$ cat config.mk
export PLATFORM = sky130hd
export DESIGN_NAME = arabic_codepage_to_utf8_flat
export DESIGN_NICKNAME = d
export VERILOG_FILES = /design/src/acp2u_pkg.sv /design/src/acp2u_if.sv /design/src/arabic_codepage_to_utf8.sv /design/src/acp2u_front.sv /design/src/acp2u_queue.sv /design/src/acp2u_back.sv /design/src/flat_wrapper.sv
export VERILOG_INCLUDE_DIRS = /design/src /design/src/src
export SDC_FILE = /design/constraint.sdc
export NUM_CORES = 1
export LEC_CHECK = 0
export BUFFER_PORTS_ARGS = -buffer_cell sky130_fd_sc_hd__buf_2
export CORE_ASPECT_RATIO = 0.5
export CORE_MARGIN = 5
export CORE_UTILIZATION = 56
export DETAILED_ROUTE_END_ITERATION = 12
export GPL_TIMING_DRIVEN = 0
export PLACE_DENSITY = 0.79
export SETUP_SLACK_MARGIN = 0.5
export SYNTH_ARGS = -nofsm -noshare
export SYNTH_HDL_FRONTEND = slang
export SYNTH_SLANG_ARGS = --single-unit
$ cat constraint.sdc
create_clock -name clk -period 5.7 [get_ports clk]
set_clock_uncertainty 0.15 [all_clocks]
set_input_delay 1.14 -clock clk [delete_from_list [all_inputs] [get_ports clk]]
set_output_delay 1.14 -clock clk [all_outputs]
set_load 0.05 [all_outputs]
$ cat src/arabic_codepage_to_utf8_assert.svh
// assertion macros shared by the transcoder rtl
`ifndef ARABIC_CODEPAGE_TO_UTF8_ASSERT_SVH
`define ARABIC_CODEPAGE_TO_UTF8_ASSERT_SVH

`ifndef SYNTH
// check that is switched off while reset is held
`define ACU_ASSERT(label, clk, rst_n, prop, msg) \
  label: assert property (@(posedge clk) disable iff (!rst_n) prop) else $error(msg);
// check that also holds while reset is held
`define ACU_ASSERT_ALWAYS(label, clk, prop, msg) \
  label: assert property (@(posedge clk) prop) else $error(msg);
`else
`define ACU_ASSERT(label, clk, rst_n, prop, msg)
`define ACU_ASSERT_ALWAYS(label, clk, prop, msg)
`endif

`endif

$ cat src/acp2u_pkg.sv
// types, code constants and lookup tables of the code page transcoder
package acp2u_pkg;

  localparam logic [7:0] ASCII_MAX    = 8'h7F;
  localparam logic [7:0] TBL_LO_BASE  = 8'h80;
  localparam logic [7:0] TBL_LO_END   = 8'hAF;
  localparam logic [7:0] TBL_HI_BASE  = 8'hB0;
  localparam logic [7:0] TBL_HI_START = 8'hE0;
  localparam logic [7:0] TBL_HI_END   = 8'hFE;
  localparam logic [7:0] LAM_ALEF     = 8'hF2;
  localparam logic [7:0] SPACE_CODE   = 8'hFF;
  localparam logic [7:0] ASCII_SPACE  = 8'h20;

  localparam logic [6:0] LAM_IDX  = 7'd65;  // iran system 0xF1
  localparam logic [6:0] ALEF_IDX = 7'd17;  // iran system 0x91

  localparam int MAX_BYTES = 4;
  localparam int BIDX_W    = $clog2(MAX_BYTES);
  localparam int QDEPTH    = 2;
  localparam int QPTR_W    = $clog2(QDEPTH);
  localparam int QCNT_W    = $clog2(QDEPTH + 1);

  localparam logic CP_IRAN_SYSTEM = 1'b0;
  localparam logic CP_WIN1256     = 1'b1;

  // one classified source byte: its utf-8 bytes in send order
  typedef struct packed {
    logic [MAX_BYTES-1:0][7:0] bytes;
    logic [BIDX_W-1:0]         last_idx;
    logic                      text_last;
  } entry_t;

  // windows-1256 byte to iran system code
  function automatic logic [7:0] win1256_to_iran(input logic [7:0] b);
    logic [7:0] c;
    unique case (b) inside
      8'h81:                      c = 8'h94;
      8'h8D:                      c = 8'h9C;
      8'h8E:                      c = 8'hA6;
      8'h90:                      c = 8'hEF;
      8'h98, 8'hDF:               c = 8'hED;
      8'hA1:                      c = 8'h8A;
      8'hAA:                      c = 8'hFB;
      8'hBF:                      c = 8'h8C;
      8'hC0, 8'hC9, 8'hE5:        c = 8'hF9;
      8'hC1:                      c = 8'h8F;
      8'hC2, 8'hC3, 8'hC5, 8'hC7: c = 8'h91;
      8'hC4, 8'hE6:               c = 8'hF8;
      8'hC6, 8'hEC, 8'hED:        c = 8'hFD;
      8'hC8:                      c = 8'h92;
      8'hCA:                      c = 8'h96;
      8'hCB:                      c = 8'h98;
      8'hCC:                      c = 8'h9A;
      8'hCD:                      c = 8'h9E;
      8'hCE:                      c = 8'hA0;
      8'hCF:                      c = 8'hA2;
      8'hD0:                      c = 8'hA3;
      8'hD1, 8'h9A:               c = 8'hA4;
      8'hD2:                      c = 8'hA5;
      8'hD3:                      c = 8'hA7;
      8'hD4:                      c = 8'hA9;
      8'hD5:                      c = 8'hAB;
      8'hD6:                      c = 8'hAD;
      8'hD8:                      c = 8'hAF;
      8'hD9:                      c = 8'hE0;
      8'hDA:                      c = 8'hE1;
      8'hDB:                      c = 8'hE5;
      8'hDC:                      c = 8'h8B;
      8'hDD:                      c = 8'hE9;
      8'hDE:                      c = 8'hEB;
      8'hE1:                      c = 8'hF1;
      8'hE3:                      c = 8'hF4;
      8'hE4:                      c = 8'hF6;
      default:                    c = SPACE_CODE;
    endcase
    return c;
  endfunction

  // two-byte utf-8 table, first byte in the upper half
  function automatic logic [15:0] utf8_pair(input logic [6:0] idx);
    logic [15:0] p;
    unique case (idx) inside
      7'd0:                     p = 16'hDBB0;
      7'd1:                     p = 16'hDBB1;
      7'd2:                     p = 16'hDBB2;
      7'd3:                     p = 16'hDBB3;
      7'd4:                     p = 16'hDBB4;
      7'd5:                     p = 16'hDBB5;
      7'd6:                     p = 16'hDBB6;
      7'd7:                     p = 16'hDBB7;
      7'd8:                     p = 16'hDBB8;
      7'd9:                     p = 16'hDBB9;
      7'd10:                    p = 16'hD88C;
      7'd11:                    p = 16'h2D00;
      7'd12:                    p = 16'hD89F;
      7'd13:                    p = 16'hD8A2;
      7'd14:                    p = 16'hD8A6;
      7'd15:                    p = 16'hD8A1;
      7'd16, 7'd17:             p = 16'hD8A7;
      7'd18, 7'd19:             p = 16'hD8A8;
      7'd20, 7'd21:             p = 16'hD9BE;
      7'd22, 7'd23:             p = 16'hD8AA;
      7'd24, 7'd25:             p = 16'hD8AB;
      7'd26, 7'd27:             p = 16'hD8AC;
      7'd28, 7'd29:             p = 16'hDA86;
      7'd30, 7'd31:             p = 16'hD8AD;
      7'd32, 7'd33:             p = 16'hD8AE;
      7'd34:                    p = 16'hD8AF;
      7'd35:                    p = 16'hD8B0;
      7'd36:                    p = 16'hD8B1;
      7'd37:                    p = 16'hD8B2;
      7'd38:                    p = 16'hDA98;
      7'd39, 7'd40:             p = 16'hD8B3;
      7'd41, 7'd42:             p = 16'hD8B4;
      7'd43, 7'd44:             p = 16'hD8B5;
      7'd45, 7'd46:             p = 16'hD8B6;
      7'd47:                    p = 16'hD8B7;
      7'd48:                    p = 16'hD8B8;
      7'd49, 7'd50, 7'd51, 7'd52: p = 16'hD8B9;
      7'd53, 7'd54, 7'd55, 7'd56: p = 16'hD8BA;
      7'd57, 7'd58:             p = 16'hD981;
      7'd59, 7'd60:             p = 16'hD982;
      7'd61, 7'd62:             p = 16'hDAA9;
      7'd63, 7'd64:             p = 16'hDAAF;
      7'd65, 7'd67:             p = 16'hD984;
      7'd66:                    p = 16'h0000;
      7'd68, 7'd69:             p = 16'hD985;
      7'd70, 7'd71:             p = 16'hD986;
      7'd72:                    p = 16'hD988;
      7'd73, 7'd74, 7'd75:      p = 16'hD987;
      7'd76, 7'd77, 7'd78:      p = 16'hD98A;
      default:                  p = 16'h2000;
    endcase
    return p;
  endfunction

endpackage

$ cat src/acp2u_if.sv
// stream interfaces for source bytes and utf-8 bytes
interface acp2u_in_if;
  logic       valid;
  logic       ready;
  logic [7:0] in_byte;
  logic       in_last;
  modport source(output valid, in_byte, in_last, input ready);
  modport sink(input valid, in_byte, in_last, output ready);
endinterface

interface acp2u_out_if;
  logic       valid;
  logic       ready;
  logic [7:0] out_byte;
  logic       run_last;
  logic       text_end;
  modport source(output valid, out_byte, run_last, text_end, input ready);
  modport sink(input valid, out_byte, run_last, text_end, output ready);
endinterface

$ cat src/arabic_codepage_to_utf8.sv
// top level of the arabic code page to utf-8 transcoder
//
// converts one source byte per transfer on in_ch into one to four utf-8
// bytes on out_ch. cfg_wdata, written while cfg_we is high, picks the source
// code page: 0 for iran system, 1 for windows-1256 (reset value 0). ascii
// bytes pass unchanged; windows-1256 bytes are mapped to iran system codes
// first; iran system codes then go through a two-byte utf-8 table, lam-alef
// gives four bytes and anything unmapped gives a space. run_last marks the
// final utf-8 byte of each source byte and text_end the final byte of the
// source byte flagged with in_last. out_ch sends one byte per cycle while
// out_ch is ready. a source byte gives one utf-8 byte for ascii and spaces,
// two for most arabic letters, four for lam-alef. the front end classifies
// a byte in the cycle it is taken and writes it to a two-entry queue, so
// in_ch keeps taking a byte per cycle while the queue has room and the back
// end keeps sending while out_ch is ready. each entry is registered in the
// queue and then loaded into the output register, from which its first
// utf-8 byte shows on out_ch.
module arabic_codepage_to_utf8 (
  input  logic         clk,
  input  logic         rst_n,
  acp2u_in_if.sink     in_ch,
  acp2u_out_if.source  out_ch,
  input  logic         cfg_we,
  input  logic         cfg_wdata
);

  // front to queue
  logic              q_wr_valid;
  logic              q_wr_ready;
  acp2u_pkg::entry_t q_wr_entry;

  // queue to back
  logic              q_rd_valid;
  logic              q_rd_pop;
  acp2u_pkg::entry_t q_rd_entry;

  // remap and table lookup of each accepted byte
  acp2u_front u_front (
    .clk      (clk),
    .rst_n    (rst_n),
    .in_ch    (in_ch),
    .cfg_we   (cfg_we),
    .cfg_wdata(cfg_wdata),
    .wr_valid (q_wr_valid),
    .wr_ready (q_wr_ready),
    .wr_entry (q_wr_entry)
  );

  // decouples input stalls from output stalls
  acp2u_queue u_queue (
    .clk     (clk),
    .rst_n   (rst_n),
    .wr_valid(q_wr_valid),
    .wr_ready(q_wr_ready),
    .wr_entry(q_wr_entry),
    .rd_valid(q_rd_valid),
    .rd_pop  (q_rd_pop),
    .rd_entry(q_rd_entry)
  );

  // serializes each entry onto the registered output
  acp2u_back u_back (
    .clk     (clk),
    .rst_n   (rst_n),
    .rd_valid(q_rd_valid),
    .rd_pop  (q_rd_pop),
    .rd_entry(q_rd_entry),
    .out_ch  (out_ch)
  );

endmodule

$ cat src/acp2u_front.sv
// front end: code page register and classification of each source byte
module acp2u_front (
  input  logic                 clk,
  input  logic                 rst_n,
  acp2u_in_if.sink             in_ch,
  input  logic                 cfg_we,
  input  logic                 cfg_wdata,
  output logic                 wr_valid,
  input  logic                 wr_ready,
  output acp2u_pkg::entry_t    wr_entry
);

  logic page_r;

  always_ff @(posedge clk) begin
    if (!rst_n) begin
      page_r <= acp2u_pkg::CP_IRAN_SYSTEM;
    end else if (cfg_we) begin
      page_r <= cfg_wdata;
    end
  end

  assign wr_valid    = in_ch.valid;
  assign in_ch.ready = wr_ready;

  always_comb begin
    logic [7:0]  code;
    logic [7:0]  offs;
    logic [15:0] pair;
    logic [15:0] lam;
    logic [15:0] alef;
    code = (page_r == acp2u_pkg::CP_WIN1256) ?
           acp2u_pkg::win1256_to_iran(in_ch.in_byte) : in_ch.in_byte;
    // one table read; low and high ranges differ only in base
    offs = (code <= acp2u_pkg::TBL_LO_END) ? code - acp2u_pkg::TBL_LO_BASE
                                           : code - acp2u_pkg::TBL_HI_BASE;
    pair = acp2u_pkg::utf8_pair(offs[6:0]);
    lam  = acp2u_pkg::utf8_pair(acp2u_pkg::LAM_IDX);
    alef = acp2u_pkg::utf8_pair(acp2u_pkg::ALEF_IDX);

    wr_entry           = '0;
    wr_entry.text_last = in_ch.in_last;
    if (in_ch.in_byte <= acp2u_pkg::ASCII_MAX) begin
      wr_entry.bytes[0] = in_ch.in_byte;
      wr_entry.last_idx = acp2u_pkg::BIDX_W'(0);
    end else if (code == acp2u_pkg::LAM_ALEF) begin
      wr_entry.bytes[0] = lam[15:8];
      wr_entry.bytes[1] = lam[7:0];
      wr_entry.bytes[2] = alef[15:8];
      wr_entry.bytes[3] = alef[7:0];
      wr_entry.last_idx = acp2u_pkg::BIDX_W'(acp2u_pkg::MAX_BYTES - 1);
    end else if (code <= acp2u_pkg::TBL_LO_END ||
                 (code >= acp2u_pkg::TBL_HI_START && code <= acp2u_pkg::TBL_HI_END)) begin
      wr_entry.bytes[0] = pair[15:8];
      wr_entry.bytes[1] = pair[7:0];
      wr_entry.last_idx = (pair[7:0] != 8'h00) ? acp2u_pkg::BIDX_W'(1)
                                               : acp2u_pkg::BIDX_W'(0);
    end else begin
      wr_entry.bytes[0] = acp2u_pkg::ASCII_SPACE;
      wr_entry.last_idx = acp2u_pkg::BIDX_W'(0);
    end
  end

endmodule

$ cat src/acp2u_queue.sv
// short queue of classified entries between front and back
`include "arabic_codepage_to_utf8_assert.svh"

module acp2u_queue (
  input  logic                 clk,
  input  logic                 rst_n,
  input  logic                 wr_valid,
  output logic                 wr_ready,
  input  acp2u_pkg::entry_t    wr_entry,
  output logic                 rd_valid,
  input  logic                 rd_pop,
  output acp2u_pkg::entry_t    rd_entry
);

  acp2u_pkg::entry_t                mem [acp2u_pkg::QDEPTH];
  logic [acp2u_pkg::QPTR_W-1:0]     wr_ptr_r, wr_ptr_nxt;
  logic [acp2u_pkg::QPTR_W-1:0]     rd_ptr_r, rd_ptr_nxt;
  logic [acp2u_pkg::QCNT_W-1:0]     count_r, count_nxt;
  logic                             push;
  logic                             pop;

  assign wr_ready = (count_r != acp2u_pkg::QCNT_W'(acp2u_pkg::QDEPTH));
  assign rd_valid = (count_r != '0);
  assign push     = wr_valid && wr_ready;
  assign pop      = rd_pop && rd_valid;
  assign rd_entry = mem[rd_ptr_r];

  always_comb begin
    wr_ptr_nxt = wr_ptr_r;
    rd_ptr_nxt = rd_ptr_r;
    count_nxt  = count_r;
    if (push) begin
      wr_ptr_nxt = (wr_ptr_r == acp2u_pkg::QPTR_W'(acp2u_pkg::QDEPTH - 1)) ?
                   '0 : wr_ptr_r + acp2u_pkg::QPTR_W'(1);
    end
    if (pop) begin
      rd_ptr_nxt = (rd_ptr_r == acp2u_pkg::QPTR_W'(acp2u_pkg::QDEPTH - 1)) ?
                   '0 : rd_ptr_r + acp2u_pkg::QPTR_W'(1);
    end
    if (push && !pop) begin
      count_nxt = count_r + acp2u_pkg::QCNT_W'(1);
    end else if (pop && !push) begin
      count_nxt = count_r - acp2u_pkg::QCNT_W'(1);
    end
  end

  always_ff @(posedge clk) begin
    if (!rst_n) begin
      wr_ptr_r <= '0;
      rd_ptr_r <= '0;
      count_r  <= '0;
    end else begin
      wr_ptr_r <= wr_ptr_nxt;
      rd_ptr_r <= rd_ptr_nxt;
      count_r  <= count_nxt;
    end
  end

  always_ff @(posedge clk) begin
    if (push) begin
      mem[wr_ptr_r] <= wr_entry;
    end
  end

  `ACU_ASSERT(a_q_count_bound, clk, rst_n, count_r <= acp2u_pkg::QCNT_W'(acp2u_pkg::QDEPTH), "queue count past depth")
  `ACU_ASSERT(a_q_ptr_gap, clk, rst_n, (count_r == '0 || count_r == acp2u_pkg::QCNT_W'(acp2u_pkg::QDEPTH)) |-> (wr_ptr_r == rd_ptr_r), "queue pointers out of step with count")

endmodule

$ cat src/acp2u_back.sv
// back end: sends the bytes of each queued entry, one per cycle while out_ch is ready
`include "arabic_codepage_to_utf8_assert.svh"

module acp2u_back (
  input  logic                 clk,
  input  logic                 rst_n,
  input  logic                 rd_valid,
  output logic                 rd_pop,
  input  acp2u_pkg::entry_t    rd_entry,
  acp2u_out_if.source          out_ch
);

  logic [acp2u_pkg::BIDX_W-1:0] k_r, k_nxt;
  logic                         out_valid_r, out_valid_nxt;
  logic [7:0]                   out_byte_r;
  logic                         out_run_last_r;
  logic                         out_text_end_r;
  logic                         load;
  logic                         fin;

  assign load = rd_valid && (!out_valid_r || out_ch.ready);
  assign fin  = (k_r == rd_entry.last_idx);
  assign rd_pop = load && fin;

  always_comb begin
    k_nxt         = k_r;
    out_valid_nxt = out_valid_r;
    if (load) begin
      k_nxt         = fin ? '0 : k_r + acp2u_pkg::BIDX_W'(1);
      out_valid_nxt = 1'b1;
    end else if (out_ch.ready) begin
      out_valid_nxt = 1'b0;
    end
  end

  always_ff @(posedge clk) begin
    if (!rst_n) begin
      k_r         <= '0;
      out_valid_r <= 1'b0;
    end else begin
      k_r         <= k_nxt;
      out_valid_r <= out_valid_nxt;
    end
  end

  always_ff @(posedge clk) begin
    if (load) begin
      out_byte_r     <= rd_entry.bytes[k_r];
      out_run_last_r <= fin;
      out_text_end_r <= fin && rd_entry.text_last;
    end
  end

  assign out_ch.valid    = out_valid_r;
  assign out_ch.out_byte = out_byte_r;
  assign out_ch.run_last = out_run_last_r;
  assign out_ch.text_end = out_text_end_r;

  `ACU_ASSERT(a_k_within_entry, clk, rst_n, rd_valid |-> (k_r <= rd_entry.last_idx), "byte index past end of entry")
  `ACU_ASSERT(a_k_idle_zero, clk, rst_n, !rd_valid |-> (k_r == '0), "byte index left mid entry with queue empty")
  `ACU_ASSERT(a_end_on_run_last, clk, rst_n, (out_valid_r && out_text_end_r) |-> out_run_last_r, "text end off a run boundary")
  `ACU_ASSERT_ALWAYS(a_reset_idle, clk, !rst_n |=> (!out_valid_r && k_r == '0), "back end not idle after reset")

endmodule
$ cat src/flat_wrapper.sv
// flat-port wrapper written by rule: the top's interface ports become plain ports
module arabic_codepage_to_utf8_flat 
  (clk, rst_n, cfg_we, cfg_wdata, in_ch_valid, in_ch_in_byte, in_ch_in_last, in_ch_ready, out_ch_valid, out_ch_out_byte, out_ch_run_last, out_ch_text_end, out_ch_ready);
  acp2u_in_if in_ch_i ();
  acp2u_out_if out_ch_i ();
  input  logic clk;
  input  logic rst_n;
  input  logic cfg_we;
  input  logic cfg_wdata;
  input wire logic [$bits(in_ch_i.valid)-1:0] in_ch_valid;
  input wire logic [$bits(in_ch_i.in_byte)-1:0] in_ch_in_byte;
  input wire logic [$bits(in_ch_i.in_last)-1:0] in_ch_in_last;
  output wire logic [$bits(in_ch_i.ready)-1:0] in_ch_ready;
  output wire logic [$bits(out_ch_i.valid)-1:0] out_ch_valid;
  output wire logic [$bits(out_ch_i.out_byte)-1:0] out_ch_out_byte;
  output wire logic [$bits(out_ch_i.run_last)-1:0] out_ch_run_last;
  output wire logic [$bits(out_ch_i.text_end)-1:0] out_ch_text_end;
  input wire logic [$bits(out_ch_i.ready)-1:0] out_ch_ready;
  assign in_ch_i.valid = in_ch_valid;
  assign in_ch_i.in_byte = in_ch_in_byte;
  assign in_ch_i.in_last = in_ch_in_last;
  assign in_ch_ready = in_ch_i.ready;
  assign out_ch_valid = out_ch_i.valid;
  assign out_ch_out_byte = out_ch_i.out_byte;
  assign out_ch_run_last = out_ch_i.run_last;
  assign out_ch_text_end = out_ch_i.text_end;
  assign out_ch_i.ready = out_ch_ready;
  arabic_codepage_to_utf8 u_core (.clk(clk), .rst_n(rst_n), .in_ch(in_ch_i), .out_ch(out_ch_i), .cfg_we(cfg_we), .cfg_wdata(cfg_wdata));
endmodule
# Word level (Yosys, flattened, before mapping)
# Memories as Yosys holds them, arrays and structs flattened. A register that Yosys moved wholly into a read port is not among the register bits.
# Cells that the tools add are included.
[word_totals] ff_bits=18 mem_bits_rw=70 inputBits=15 out_inout_bits=12 n_memories=1
[mem_list] memory="u_core.u_queue.mem" words=2 width=35 rd=1 rd_ports_with_merged_regs=1 write_ports=1 line_no="acp2u_queue.sv:15" text="acp2u_pkg::entry_t mem [acp2u_pkg::QDEPTH];"
[classes] addsub=7 n_lt_le_gt_ge=5 n_eq_ne=128 n_mux=24 n_reduce_logical=48
[ops] op="16-bit one-hot mux with 49 select lines" count=1
[ops] op="8-bit equality test (second input constant)" count=48
[ops] op="7-bit one-hot mux with 37 select lines" count=1
[ops] op="7-bit by 6-bit equality test with 1-bit output (second input constant)" count=32
[ops] op="7-bit by 5-bit equality test with 1-bit output (second input constant)" count=16
[ops] op="7-bit equality test (second input constant)" count=15
[ops] op="7-bit by 4-bit equality test with 1-bit output (second input constant)" count=8
[ops] op="2-bit OR reduction" count=23
[ops] op="7-bit by 3-bit equality test with 1-bit output (second input constant)" count=4
[ops] op="24-bit two-way mux" count=1
[ops] op="8-bit two-way mux" count=3
[ops] op="10-bit two-way mux" count=2
[ops] op="18-bit two-way mux" count=1
[ops] op="8-bit binary-select mux with 2-bit select" count=1
[ops] op="8-bit less-or-equal comparator (second input constant)" count=2
[ops] op="16-bit two-way mux" count=1
[ops] op="7-bit by 2-bit equality test with 1-bit output (second input constant)" count=2
[ops] op="3-bit OR reduction" count=4
[ops] op="4-bit OR reduction" count=3
[ops] op="1-bit two-way mux" count=9
[ops] op="8-bit greater-or-equal comparator (second input constant)" count=1
[ops] op="8-bit by 7-bit less-or-equal comparator with 1-bit output (second input constant)" count=1
[ops] op="1-bit logical AND" count=8
[ops] op="8-bit nonzero test" count=1
[ops] op="other kinds (15)" count=24

# Logic depth before layout (Yosys ltp)
# Gate-level depths: netlist of run 1.
[depth] word_depth=14 depth_mapped=23

# Hierarchy
# A second synthesis of run 1 with hierarchy kept.
[hier_totals] hier_cells=604 area_unflattened_um2=6359.8
[by_module_without_submodules] module="acp2u_front" instances=1 cells_per_inst=429 area_per_inst_um2=2885.3 seq_area_each_um2=20.0
[by_module_without_submodules] module="acp2u_queue" instances=1 cells_per_inst=133 area_per_inst_um2=2766.4 seq_area_each_um2=2202.1
[by_module_without_submodules] module="acp2u_back" instances=1 cells_per_inst=42 area_per_inst_um2=708.2 seq_area_each_um2=360.3

# Least setup slack after synthesis of run 1
# No wires, ideal clock.
[synth_timing] kind="input -> register" startpoint="input in_ch_in_byte[2]" endpoint="memory u_core.u_queue.mem[0][8] (netlist bit), data pin" arrival_ns=4.829 t_required_ns=5.289 slack_ns=0.460 cell_stages=18 path_cell_list="buf_6 -> or2_2 -> o211a_1 -> o21ai_1 -> nand2_2 -> or4_1 -> a31oi_4 -> ha_1 -> nor2b_1 -> nor3_1 -> nor2_1 -> o31ai_1 -> a2bb2oi_2 -> o311ai_4 -> a211o_2 -> o22ai_1 -> o41ai_4 -> o2111a_1"
[synth_rtl] item="start: declaration" line_no="flat_wrapper.sv:11" text="input wire logic [$bits(in_ch_i.in_byte)-1:0] in_ch_in_byte;"
[synth_rtl] item="end: declaration" line_no="acp2u_queue.sv:15"

==> results by group, run 1 <==
Drt
  • Detailed-route DRC error count: 0
  • Vias after detailed routing: 5239
  • Router iterations before antenna repair: 6
  • Overall routed net length: 15.8 mm
  • DR WL/cell: 21.5 µm
  • Number of nets with antenna violations after routing: 0
  • DRT iter0 DRCs: 767
  • Via-to-Cell Ratio: 7.11

STA
  • Max-slew violation count: 0
  • Unrepaired setup endpoints after global routing: yes
  • Minimum clock period: 5.28 ns
  • Transition at the pin with the smallest max-transition slack: 0.922 ns
  • Number of hold violations in the final report: 0
  • Period utilization: 92.6%
  • Maximum achievable frequency: 189 MHz
  • Slew HR: 38.3%
  • Setup violations, final: 0

Final layout
  • Post-Layout Inst Area: 0.00621 mm²
  • Area added between synthesis and finish: 29.6%
  • Antenna diode instance count: 0
  • Fill cell total of the finished layout: 533
  • Proportion of layout cells with a drive suffix above 1: 33.3%
  • Nets: 642
  • Final instance count without filler cells: 737

Power and ir drop
  • Sequential power share: 32.7%
  • Final Power: 1.86 mW
  • Combinational share of power: 51.3%
  • Switching share of total power: 41.4%
  • Clk network pwr share: 16.0%
  • Internal cell power: 1.09 mW
  • VDD IR-drop max: 0.436 mV
  • Lkg Pwr: 2.23 nW
  • Power spent charging and discharging nets: 0.769 mW
  • Power per cell area: 299 mW/mm²

Floorplanning
  • Starting density of the core: 58.6%
  • Overall die height: 75.4 µm
  • Die Outline Area: 0.0106 mm²
  • Number of standard-cell rows in the floorplan: 23
  • Placeable core area: 0.00817 mm²
  • Boundary Pins: 27
  • Horizontal die dimension: 141 µm

Synthesis
  • Share of synthesized area occupied by flip-flops and latches: 32.6%
  • Syn_area_per_cell: 8.93 µm²
  • Synth Warn #: 0
  • Number of distinct standard cells referenced by the synthesized netlist: 98
  • Netlist Area Pre-Place: 0.00479 mm²
  • Post-Synthesis Cells: 536
  • Number of flip-flops and latches in the synthesized netlist: 55
  • Number of enable flip-flop cells after synthesis: 46
  • Post-synth top area cell: edfxtp_1
  • Async set-or-reset flop fraction in the synthesized netlist: 0%
  • Total nets after synthesis: 554
  • Main synth FF type: edfxtp_1
  • Area share of the largest cell type after synthesis: 28.8%
  • Leading cell types by total area after synthesis: edfxtp_1, dfxtp_1, nand2_1

Critical path
  • Critical path peak fanout: 10
  • Worst path arrival time: 5.13 ns
  • Largest stage delay on the critical path: 0.31 ns
  • Worst-case register-to-register setup slack: 1.72 ns
  • Data required time at the worst endpoint: 5.55 ns
  • Crit path capture type: flop
  • Slowest cell on crit path: nor3_4
  • Classification of the worst setup path: in2reg
  • Most used cell along the critical path: buf_6
  • Cell breakdown of the critical path: buf_8, buf_8, buf_6, buf_4, o211ai_1, o22a_1, nand4b_1, nor3_4, a211oi_4, nor2_4, inv_4, ha_4, buf_4, a31o_2, nand2_1, a21oi_1, a21boi_1, a221o_1, buf_6, o41ai_4, buf_6, o2111ai_4
  • Startpoint Class: input port
  • Worst path bufs/invs: 8
  • Delay-heaviest family, CP: compound AO/OA/AOI/OAI gates

Clocking
  • CTS tree: yes
  • Max H-tree Level: 2
  • Number of buffers added by the clock tree synthesis step: 5
  • Buffer type at the clock tree root: clkbuf_16
  • Worst-path clk slew: 0.07 ns
  • Clock latency of the later-clocked register in the worst-skew pair: 0.29 ns
  • Max Buffers Root-to-Sink: 2
  • CTS sink count: 55

Placement
  • Buffers added on ports: 25
  • Sum of net half-perimeters after detailed placement: 10.0 mm
  • Final Wtd Congestion: 1.00
  • Placed cell area: 0.00508 mm²
  • DP Cell Count: 674

GRT
  • Antenna violations before repair: 0
  • First-pass GRT wire length: 23.4 mm
  • Residual overflow from global routing: 0
  • Overall routing resource usage: 27.4%
  • Vias in the first global route: 4507
  • Pin count of the biggest net entering global routing: 19

Status
  • Outcome: completed

Flow run
  • Reported max-cap violation count: 0

Min path
  • Worst hold-check path type: reg2reg
-- layout by cell type, fill, tap and decap left out, drive strengths merged, types with 5 or more instances in the layout --
cell type | netlist | routed
a311oi | 6 | 6
inv | 14 | 13
and2 | 12 | 12
o22ai | 15 | 15
nand2b | 9 | 9
xnor2 | 7 | 7
o22a | 6 | 6
or3 | 10 | 10
mux2 | 6 | 6
clkbuf | 16 | 22
nand3 | 20 | 20
nor3b | 5 | 5
a31oi | 12 | 12
o21a | 6 | 6
o32ai | 8 | 8
nand2 | 43 | 43
nor2 | 41 | 41
nor3 | 16 | 16
a221oi | 5 | 5
buf | 27 | 107
nor2b | 13 | 13
mux2i | 11 | 11
dfxtp | 9 | 9
o21ai | 28 | 28
edfxtp | 46 | 46
a211oi | 12 | 12
nand4 | 7 | 7
a21oi | 30 | 30
or2 | 6 | 6
-- path summary, 6_finish.rpt --
| check | end | cells past startpoint | start |
|---|---|---|---|
| min | u_core.u_queue.count_r[1] | 2 | u_core.u_queue.count_r[1] |
| max reg2reg | u_core.u_queue.mem[0][14] | 11 | u_core.u_front.page_r |
| min reg2reg | u_core.u_queue.count_r[1] | 2 | u_core.u_queue.count_r[1] |
| max | u_core.u_queue.mem[1][7] | 22 | in_ch_in_byte[2] |
-- sequential cells by signal, indices dropped and copies added, names as in the netlist, named ones only --
| register | count |
|---|---|
| u_core.u_queue.mem | 36 |
| u_core.u_queue.count_r | 2 |
| u_core.u_back.k_r | 2 |
| u_core.u_back.out_ch.out_byte | 8 |
| u_core.u_back.out_ch.run_last | 1 |
| u_core.u_back.out_ch.text_end | 1 |
| u_core.u_back.out_ch.valid | 1 |
| u_core.u_queue.rd_ptr_r | 1 |
| u_core.u_queue.wr_ptr_r | 1 |
| u_core.u_front.page_r | 1 |
-- synthesized netlist by cell type, types with 6 or more instances --
cell type	n
buf_4	6
nor3_1	16
o21ai_0	25
o32ai_1	6
mux2i_1	11
a21oi_1	29
xnor2_1	7
o22ai_1	14
inv_1	12
nand4_1	7
o21a_1	6
nor2b_1	13
clkbuf_1	16
edfxtp_1	46
dfxtp_1	9
nand2b_1	9
nand3_1	19
nand2_1	41
nor2_1	38
and2_1	11
o22a_1	6
a31oi_1	10
a211oi_1	11
buf_2	15
or3_1	9
-- worst register-to-register path, cell delays in order, from the launching register on --
cell      delay, ns
dfxtp_1        0.49
o311ai_2       0.23
nor4b_1        0.48
nand2_1        0.21
o22ai_1        0.24
clkbuf_1       0.44
nand3_1        0.14
a311oi_1       0.41
nor2_1         0.10
nor2_2         0.34
nand2_1        0.21
a41oi_1        0.32
-- power groups by stage --
stage                     Sequential, mW  Combinational (mW)  Clock, mW
after floorplan                    0.751               0.489          0
final                              0.608               0.952      0.298
after CTS                          0.609               0.865      0.301
after global placement             0.613               0.794          0
after global routing               0.620                1.01      0.315
after detailed placement           0.617               0.813          0
-- cells by family (layout without fill, tap and decap cells) --
kind of cell             count (synthesis)  in the layout  share of synthesized area (%)
AO/OA/AOI/OAI                          181            181                           29.4
multiplexers                            19             19                           4.73
XOR/XNOR                                11             11                           2.01
AND/OR/NAND/NOR                        210            210                           24.3
flip-flops                              55             55                           32.6
buffers and inverters                   57            146                           6.11
adder cells (fa/ha/maj)                  3              3                          0.784
-- repair_timing --
action,CTS,global route
endpoints found under the setup margin,32,30
gates resized for setup,46,84
setup buffers,25,28
pin swaps,21,34
hold buffers,0,0
gates cloned,0,2
-- metal layers --
metal	vias to the layer above	GRT usage, %	part of all wire, %
li1	2270	-	-
met1	2435	37.3	40
met2	423	46.0	43
met3	111	4.39	11
met4	0	8.81	5.4
met5	-	0	0
-- layout make-up --
| type | instances | area [µm²] | share of cell area (%) |
|---|---|---|---|
| buffer | 43 | 315 | 5.08 |
| clock buffer | 5 | 125 | 2.02 |
| clock inverter | 3 | 18.8 | 0.302 |
| inverter | 14 | 62.6 | 1.01 |
| multi-input combinational | 424 | 3310 | 53.3 |
| sequential | 55 | 1560 | 25.2 |
| tap | 112 | 140 | 2.26 |
| timing repair buffer | 81 | 674 | 10.9 |
-- per-stage QoR --
step | util, % | worst slack [ns] | setup TNS [ns] | hold WS (ns)
floorplan | - | 0.501 | 0 | 0.341
global placement | 61.9 | -0.410 | -7.92 | 0.357
detailed placement | 62.1 | -0.475 | -9.65 | 0.377
CTS | 69.0 | 0.501 | 0 | 0.387
global route | 75.9 | 0.293 | 0 | 0.449
finish | 75.9 | 0.422 | 0 | 0.383
No activity file was read; power rests on OpenSTA's default activity.
==> run 2, diff against run 1 <==
--- a/config.mk
+++ b/config.mk
@@ -12,7 +12,7 @@
 export CORE_UTILIZATION = 56
 export DETAILED_ROUTE_END_ITERATION = 12
 export GPL_TIMING_DRIVEN = 0
-export PLACE_DENSITY = 0.79
+export PLACE_DENSITY = 0.77
 export SETUP_SLACK_MARGIN = 0.5
 export SYNTH_ARGS = -nofsm -noshare
 export SYNTH_HDL_FRONTEND = slang
==> results by group, run 2 (synthesis gave the netlist of run 1 again) <==
Status
  • Outcome: completed

Final layout
  • Register containing the most flip-flops in the final layout: u_core.u_queue.mem
  • Post-Layout Inst Area: 0.00604 mm²
  • Most frequent standard cell in the layout excluding fill and tap cells: buf_4
  • Antenna diode instance count: 0
  • Proportion of layout cells with a drive suffix above 1: 32.2%
  • Fill cell total of the finished layout: 574
  • Most used cells in the layout excluding fill and tap cells: buf_4, edfxtp_1, nand2_1
  • Final instance count without filler cells: 730
  • Nets: 635
  • End-of-flow core utilization: 73.9%
  • Area added between synthesis and finish: 26.1%
  • Flip-flop count of the largest register, all copies and words added: 36

Drt
  • Wire length on met2: 6.82 mm
  • DRT iter0 DRCs: 848
  • Metal1 wirelength: 6.26 mm
  • Number of nets with antenna violations after routing: 0
  • Router iterations before antenna repair: 7
  • Via-to-Cell Ratio: 7.14
  • Top routing layer in use: met4
  • Vias after detailed routing: 5213
  • DR WL/cell: 21.6 µm
  • Overall routed net length: 15.7 mm
  • Detailed-route DRC error count: 0
  • Met3 wire length: 1.81 mm

Critical path
  • Slowest cell on crit path: or4b_4
  • Origin of the worst setup path: in_ch_in_byte[4]
  • Most used cell along the critical path: o41ai_4
  • Delay-heaviest family, CP: compound AO/OA/AOI/OAI gates
  • Largest stage delay on the critical path: 0.55 ns
  • R2R Path Start: u_core.u_front.page_r
  • Critical path peak fanout: 6
  • Cell breakdown of the critical path: buf_6, or4b_4, or3b_4, o41ai_4, or2_4, or4_4, a31oi_4, ha_4, nor2b_4, nor3_2, nor2_1, o31ai_2, a2bb2oi_2, o311ai_4, buf_4, a211oi_2, a221o_1, o41ai_4, o2111a_1
  • Data required time at the worst endpoint: 5.59 ns
  • Startpoint Class: input port
  • Worst path bufs/invs: 2
  • Worst path arrival time: 5.18 ns
  • Classification of the worst setup path: in2reg
  • Crit path capture type: flop

Clocking
  • Max H-tree Level: 2
  • Buffer type at the clock tree root: clkbuf_16
  • Worst-path clk slew: 0.07 ns
  • CTS sink count: 55
  • CTS tree: yes
  • Number of buffers added by the clock tree synthesis step: 5
  • Clock latency of the later-clocked register in the worst-skew pair: 0.29 ns
  • Max Buffers Root-to-Sink: 2

GRT
  • Residual overflow from global routing: 0
  • Overall routing resource usage: 27.3%
  • First-pass GRT wire length: 23.5 mm
  • Antenna violations before repair: 0
  • Pin count of the biggest net entering global routing: 20
  • Vias in the first global route: 4559

Flow run
  • Reported max-cap violation count: 0

Floorplanning
  • Number of standard-cell rows in the floorplan: 23
  • Placeable core area: 0.00817 mm²
  • Starting density of the core: 58.6%
  • Overall die height: 75.4 µm
  • Die Outline Area: 0.0106 mm²
  • Horizontal die dimension: 141 µm
  • Boundary Pins: 27

Placement
  • DP Cell Count: 674
  • Placed cell area: 0.00508 mm²
  • Buffers added on ports: 25
  • Final Wtd Congestion: 1.02
  • Sum of net half-perimeters after detailed placement: 10.3 mm

STA
  • Maximum achievable frequency: 189 MHz
  • Minimum clock period: 5.29 ns
  • Setup violations, final: 0
  • Slew HR: 38.6%
  • Number of hold violations in the final report: 0
  • Max-slew violation count: 0
  • Transition at the pin with the smallest max-transition slack: 0.918 ns
  • Period utilization: 92.9%
  • Unrepaired setup endpoints after global routing: yes

Power and ir drop
  • Final Power: 1.85 mW
  • Lkg Pwr: 2.17 nW
  • Power per cell area: 306 mW/mm²
  • VDD IR-drop max: 0.383 mV

Min path
  • Worst hold-check path type: reg2reg
  • HP Start: u_core.u_queue.count_r[1]
[run 2: cell count changes in the layout (fill, tap and decap cells not counted), moves of 2 or more]
cell / change
buf_12: -4
o21ai_0: +2
clkinv_2: -2
nor2b_2: -2
buf_6: -4
o2111ai_4: -2
clkbuf_16: +2
nor2b_1: +3
[run 2: final timing paths]
kind	endpoint	slack, ns	cells past startpoint
setup / recovery	u_core.u_queue.mem[0][8]	0.41	19
hold / removal	u_core.u_queue.count_r[1]	0.40	2
hold reg to reg	u_core.u_queue.count_r[1]	0.40	2
setup reg to reg	u_core.u_queue.mem[0][8]	1.63	15
[run 2: report_power, final]
group,internal [mW],switching [mW],total [mW],leakage [nW]
Sequential,0.577,0.0312,0.608,0.514
Combinational,0.332,0.597,0.929,1.58
Clock,0.177,0.132,0.309,0.0745
[run 2: layout make-up]
type                       instances  area (µm²)  area share, %
multi-input combinational        424        3230           53.4
sequential                        55        1560           25.9
timing repair buffer              74         596           9.86
buffer                            43         305           5.05
clock buffer                       7         143           2.36
tap                              112         140           2.32
inverter                          14        58.8          0.974
clock inverter                     1        8.76          0.145
[run 2: metrics by stage]
| stage | setup TNS (ns) | setup WS [ns] | hold WS (ns) |
|---|---|---|---|
| finish | 0 | 0.407 | 0.401 |
| global route | 0 | 0.319 | 0.438 |
| CTS | 0 | 0.504 | 0.402 |
| detailed placement | -8.07 | -0.405 | 0.392 |
| global placement | -7.91 | -0.408 | 0.360 |
| floorplan | 0 | 0.501 | 0.341 |
[run 2: tightest hold or removal path, delay by kind of cell, from the launching register on]
family	cells	cell delay (ns)
compound gates	2	0.17
flops	1	0.34
[run 2: layer usage]
metal  global-route usage (%)  vias up
met5                        0        -
met3                     5.20      127
met2                     44.2      449
li1                         -     2258
met1                     37.1     2379
met4                     10.3        0
[run 2: timing repair]
item,4_1_cts,5_1_grt
setup buffers,19,25
endpoints found under the setup margin,32,30
cloned,0,4
hold buffers,0,0
resized for setup,44,63
pin swaps,21,19
==> run 3, diff against run 2 <==
--- a/config.mk
+++ b/config.mk
@@ -9,11 +9,12 @@
 export BUFFER_PORTS_ARGS = -buffer_cell sky130_fd_sc_hd__buf_2
 export CORE_ASPECT_RATIO = 0.5
 export CORE_MARGIN = 5
-export CORE_UTILIZATION = 56
+export CORE_UTILIZATION = 50
 export DETAILED_ROUTE_END_ITERATION = 12
 export GPL_TIMING_DRIVEN = 0
-export PLACE_DENSITY = 0.77
+export PLACE_DENSITY_LB_ADDON = 0.25
 export SETUP_SLACK_MARGIN = 0.5
+export SLEW_MARGIN = 20
 export SYNTH_ARGS = -nofsm -noshare
 export SYNTH_HDL_FRONTEND = slang
 export SYNTH_SLANG_ARGS = --single-unit
==> results by group, run 3 (synthesis gave the netlist of run 1 again) <==
Critical path
  • Worst r2r path cells: 16
  • Critical path peak fanout: 10
  • Worst path arrival time: 5.07 ns
  • Cell breakdown of the critical path: buf_2, buf_4, and4b_1, clkbuf_2, o211ai_1, nand4b_1, or3_4, nor2_4, o21ba_2, nand2_1, o311ai_4, nand2b_4, a21boi_2, a221o_1, o41ai_4, buf_6, o2111ai_4
  • R2R Path Start: u_core.u_front.page_r
  • Worst path bufs/invs: 4
  • Largest stage delay on the critical path: 0.50 ns
  • Delay-heaviest family, CP: compound AO/OA/AOI/OAI gates
  • Endpoint of the most critical register-to-register path: u_core.u_queue.mem[0][8]
  • Worst path depth: 17
  • Worst setup endpoint: u_core.u_queue.mem[1][7]
  • Worst-case register-to-register setup slack: 1.76 ns
  • Startpoint Class: input port
  • Origin of the worst setup path: in_ch_in_byte[7]
  • Crit path capture type: flop
  • Data required time at the worst endpoint: 5.56 ns
  • Slowest cell on crit path: o311ai_4
  • Classification of the worst setup path: in2reg

Drt
  • Vias after detailed routing: 4973
  • Number of nets with antenna violations after routing: 0
  • Via-to-Cell Ratio: 6.76
  • DR WL/cell: 20.5 µm
  • Overall routed net length: 15.1 mm
  • DRT iter0 DRCs: 600
  • Router iterations before antenna repair: 5
  • Detailed-route DRC error count: 0

STA
  • Slew HR: 35.8%
  • Max-slew violation count: 0
  • Period utilization: 91.3%
  • Number of hold violations in the final report: 0
  • Total negative slack for setup checks: 0 ns
  • Minimum clock period: 5.20 ns
  • Setup violations, final: 0
  • Transition at the pin with the smallest max-transition slack: 0.959 ns
  • Smallest hold slack: 0.397 ns
  • Maximum achievable frequency: 192 MHz
  • Unrepaired setup endpoints after global routing: yes

Floorplanning
  • Placeable core area: 0.00938 mm²
  • Starting density of the core: 51.0%
  • Boundary Pins: 27
  • Number of standard-cell rows in the floorplan: 25
  • Die Outline Area: 0.0118 mm²
  • Overall die height: 79.2 µm
  • Horizontal die dimension: 148 µm

Clocking
  • Buffer type at the clock tree root: clkbuf_16
  • Max Buffers Root-to-Sink: 2
  • Clock latency of the later-clocked register in the worst-skew pair: 0.29 ns
  • Cts hold-fix bufs: 0
  • Worst-path clk slew: 0.07 ns
  • Max H-tree Level: 2
  • Number of buffers added by the clock tree synthesis step: 5
  • CTS tree: yes
  • CTS sink count: 55

Min path
  • HP Start: u_core.u_queue.count_r[1]
  • Worst hold-check path type: reg2reg

GRT
  • Met3 global-route usage: 3.88%
  • Vias in the first global route: 4519
  • Pin count of the biggest net entering global routing: 20
  • First-pass GRT wire length: 23.5 mm
  • Met1 capacity usage during global routing: 34.3%
  • Met2 track demand over resource in global routing: 38.4%
  • Antenna violations before repair: 0
  • Busiest metal layer after global routing: met2
  • Overall routing resource usage: 24.6%
  • Residual overflow from global routing: 0

Power and ir drop
  • Switching share of total power: 41.5%
  • Power spent charging and discharging nets: 0.763 mW
  • Power per cell area: 306 mW/mm²
  • Combinational share of power: 50.5%
  • Lkg Pwr: 2.13 nW
  • Internal cell power: 1.08 mW
  • Clk network pwr share: 16.5%
  • VDD IR-drop max: 0.195 mV
  • Sequential power share: 33.0%

Status
  • Outcome: completed

Final layout
  • Area added between synthesis and finish: 25.8%
  • Proportion of layout cells with a drive suffix above 1: 32.4%
  • Nets: 632
  • Register containing the most flip-flops in the final layout: u_core.u_queue.mem
  • Antenna diode instance count: 0
  • Most used cells in the layout excluding fill and tap cells: buf_4, edfxtp_1, nand2_1
  • Flip-flop count of the largest register, all copies and words added: 36

Placement
  • Final Wtd Congestion: 1.03
  • Buffers added on ports: 25
  • Sum of net half-perimeters after detailed placement: 10.3 mm

Flow run
  • Reported max-cap violation count: 0
==> run 3: cell count changes in the layout (fill, tap and decap cells not counted), moves of 2 or more <==
cell / delta
clkinv_4: +2
buf_4: -2
nor2b_1: -3
clkbuf_16: -3
o21ai_1: +2
a211oi_2: -2
nor2b_2: +3
o2111ai_4: +2
buf_6: +2
==> run 3: power by group through the flow <==
stage / registers [mW] / logic [mW] / clock network [mW]
floorplan: 0.751 / 0.489 / 0
global placement: 0.613 / 0.806 / 0
detailed placement: 0.617 / 0.815 / 0
CTS: 0.608 / 0.846 / 0.310
global route: 0.617 / 1.01 / 0.328
finish: 0.607 / 0.929 / 0.304
==> run 3: what timing repair did <==
action,CTS,global route
resized for setup,31,83
setup endpoints to repair,30,30
setup buffers,12,33
pin swaps,15,28
==> run 3: routing by layer <==
layer,up-vias,part of all wire (%)
li1,2250,-
met1,2327,43
met2,340,43
met3,56,10
met4,0,3.7
met5,-,0
==> run 3: through the flow <==
stage | cell area [µm²] | total power [mW] | setup WS, ns | util (%) | std cells
after floorplan | 4790 | 1.24 | 0.501 | - | 536
after global placement | 5070 | 1.42 | -0.468 | 54.0 | 682
after detailed placement | 5080 | 1.43 | -0.453 | 54.2 | 683
after CTS | 5460 | 1.76 | 0.468 | 58.2 | 703
after global routing | 6020 | 1.95 | 0.317 | 64.2 | 736
final | 6020 | 1.84 | 0.498 | 64.2 | 736
==> run 3: how the worst min path moves through the flow <==
stage	slack (ns)	end	cells after the start
CTS	0.39	u_core.u_queue.count_r[1]	2
finish	0.40	u_core.u_queue.count_r[1]	2
global placement	0.36	u_core.u_queue.count_r[1]	2
global route	0.44	u_core.u_queue.count_r[1]	2
floorplan	0.34	u_core.u_queue.count_r[1]	2
detailed placement	0.38	u_core.u_queue.count_r[1]	2
==> run 3: final cells by class <==
type / count / area (µm²)
Timing Repair Buffer: 71 / 527
Clock buffer: 5 / 125
Buffer: 43 / 299
Inverter: 14 / 61.3
Fill cell: 738 / 3360
Clock inverter: 3 / 27.5
Tap cell: 121 / 151
Sequential cell: 55 / 1560
Multi-Input combinational cell: 424 / 3270
==> run 3: worst reg2reg max path, stage by stage (launching register included) <==
cell	delay, ns
dfxtp_1	0.49
o311ai_2	0.23
a311oi_2	0.40
a31oi_4	0.19
ha_4	0.22
nor2b_4	0.13
nor3_2	0.10
nor2_1	0.07
o31ai_2	0.08
a2bb2oi_2	0.24
o311ai_4	0.19
a211o_2	0.45
o21ba_4	0.25
nand2_4	0.10
o41ai_4	0.07
buf_6	0.16
o2111a_1	0.15
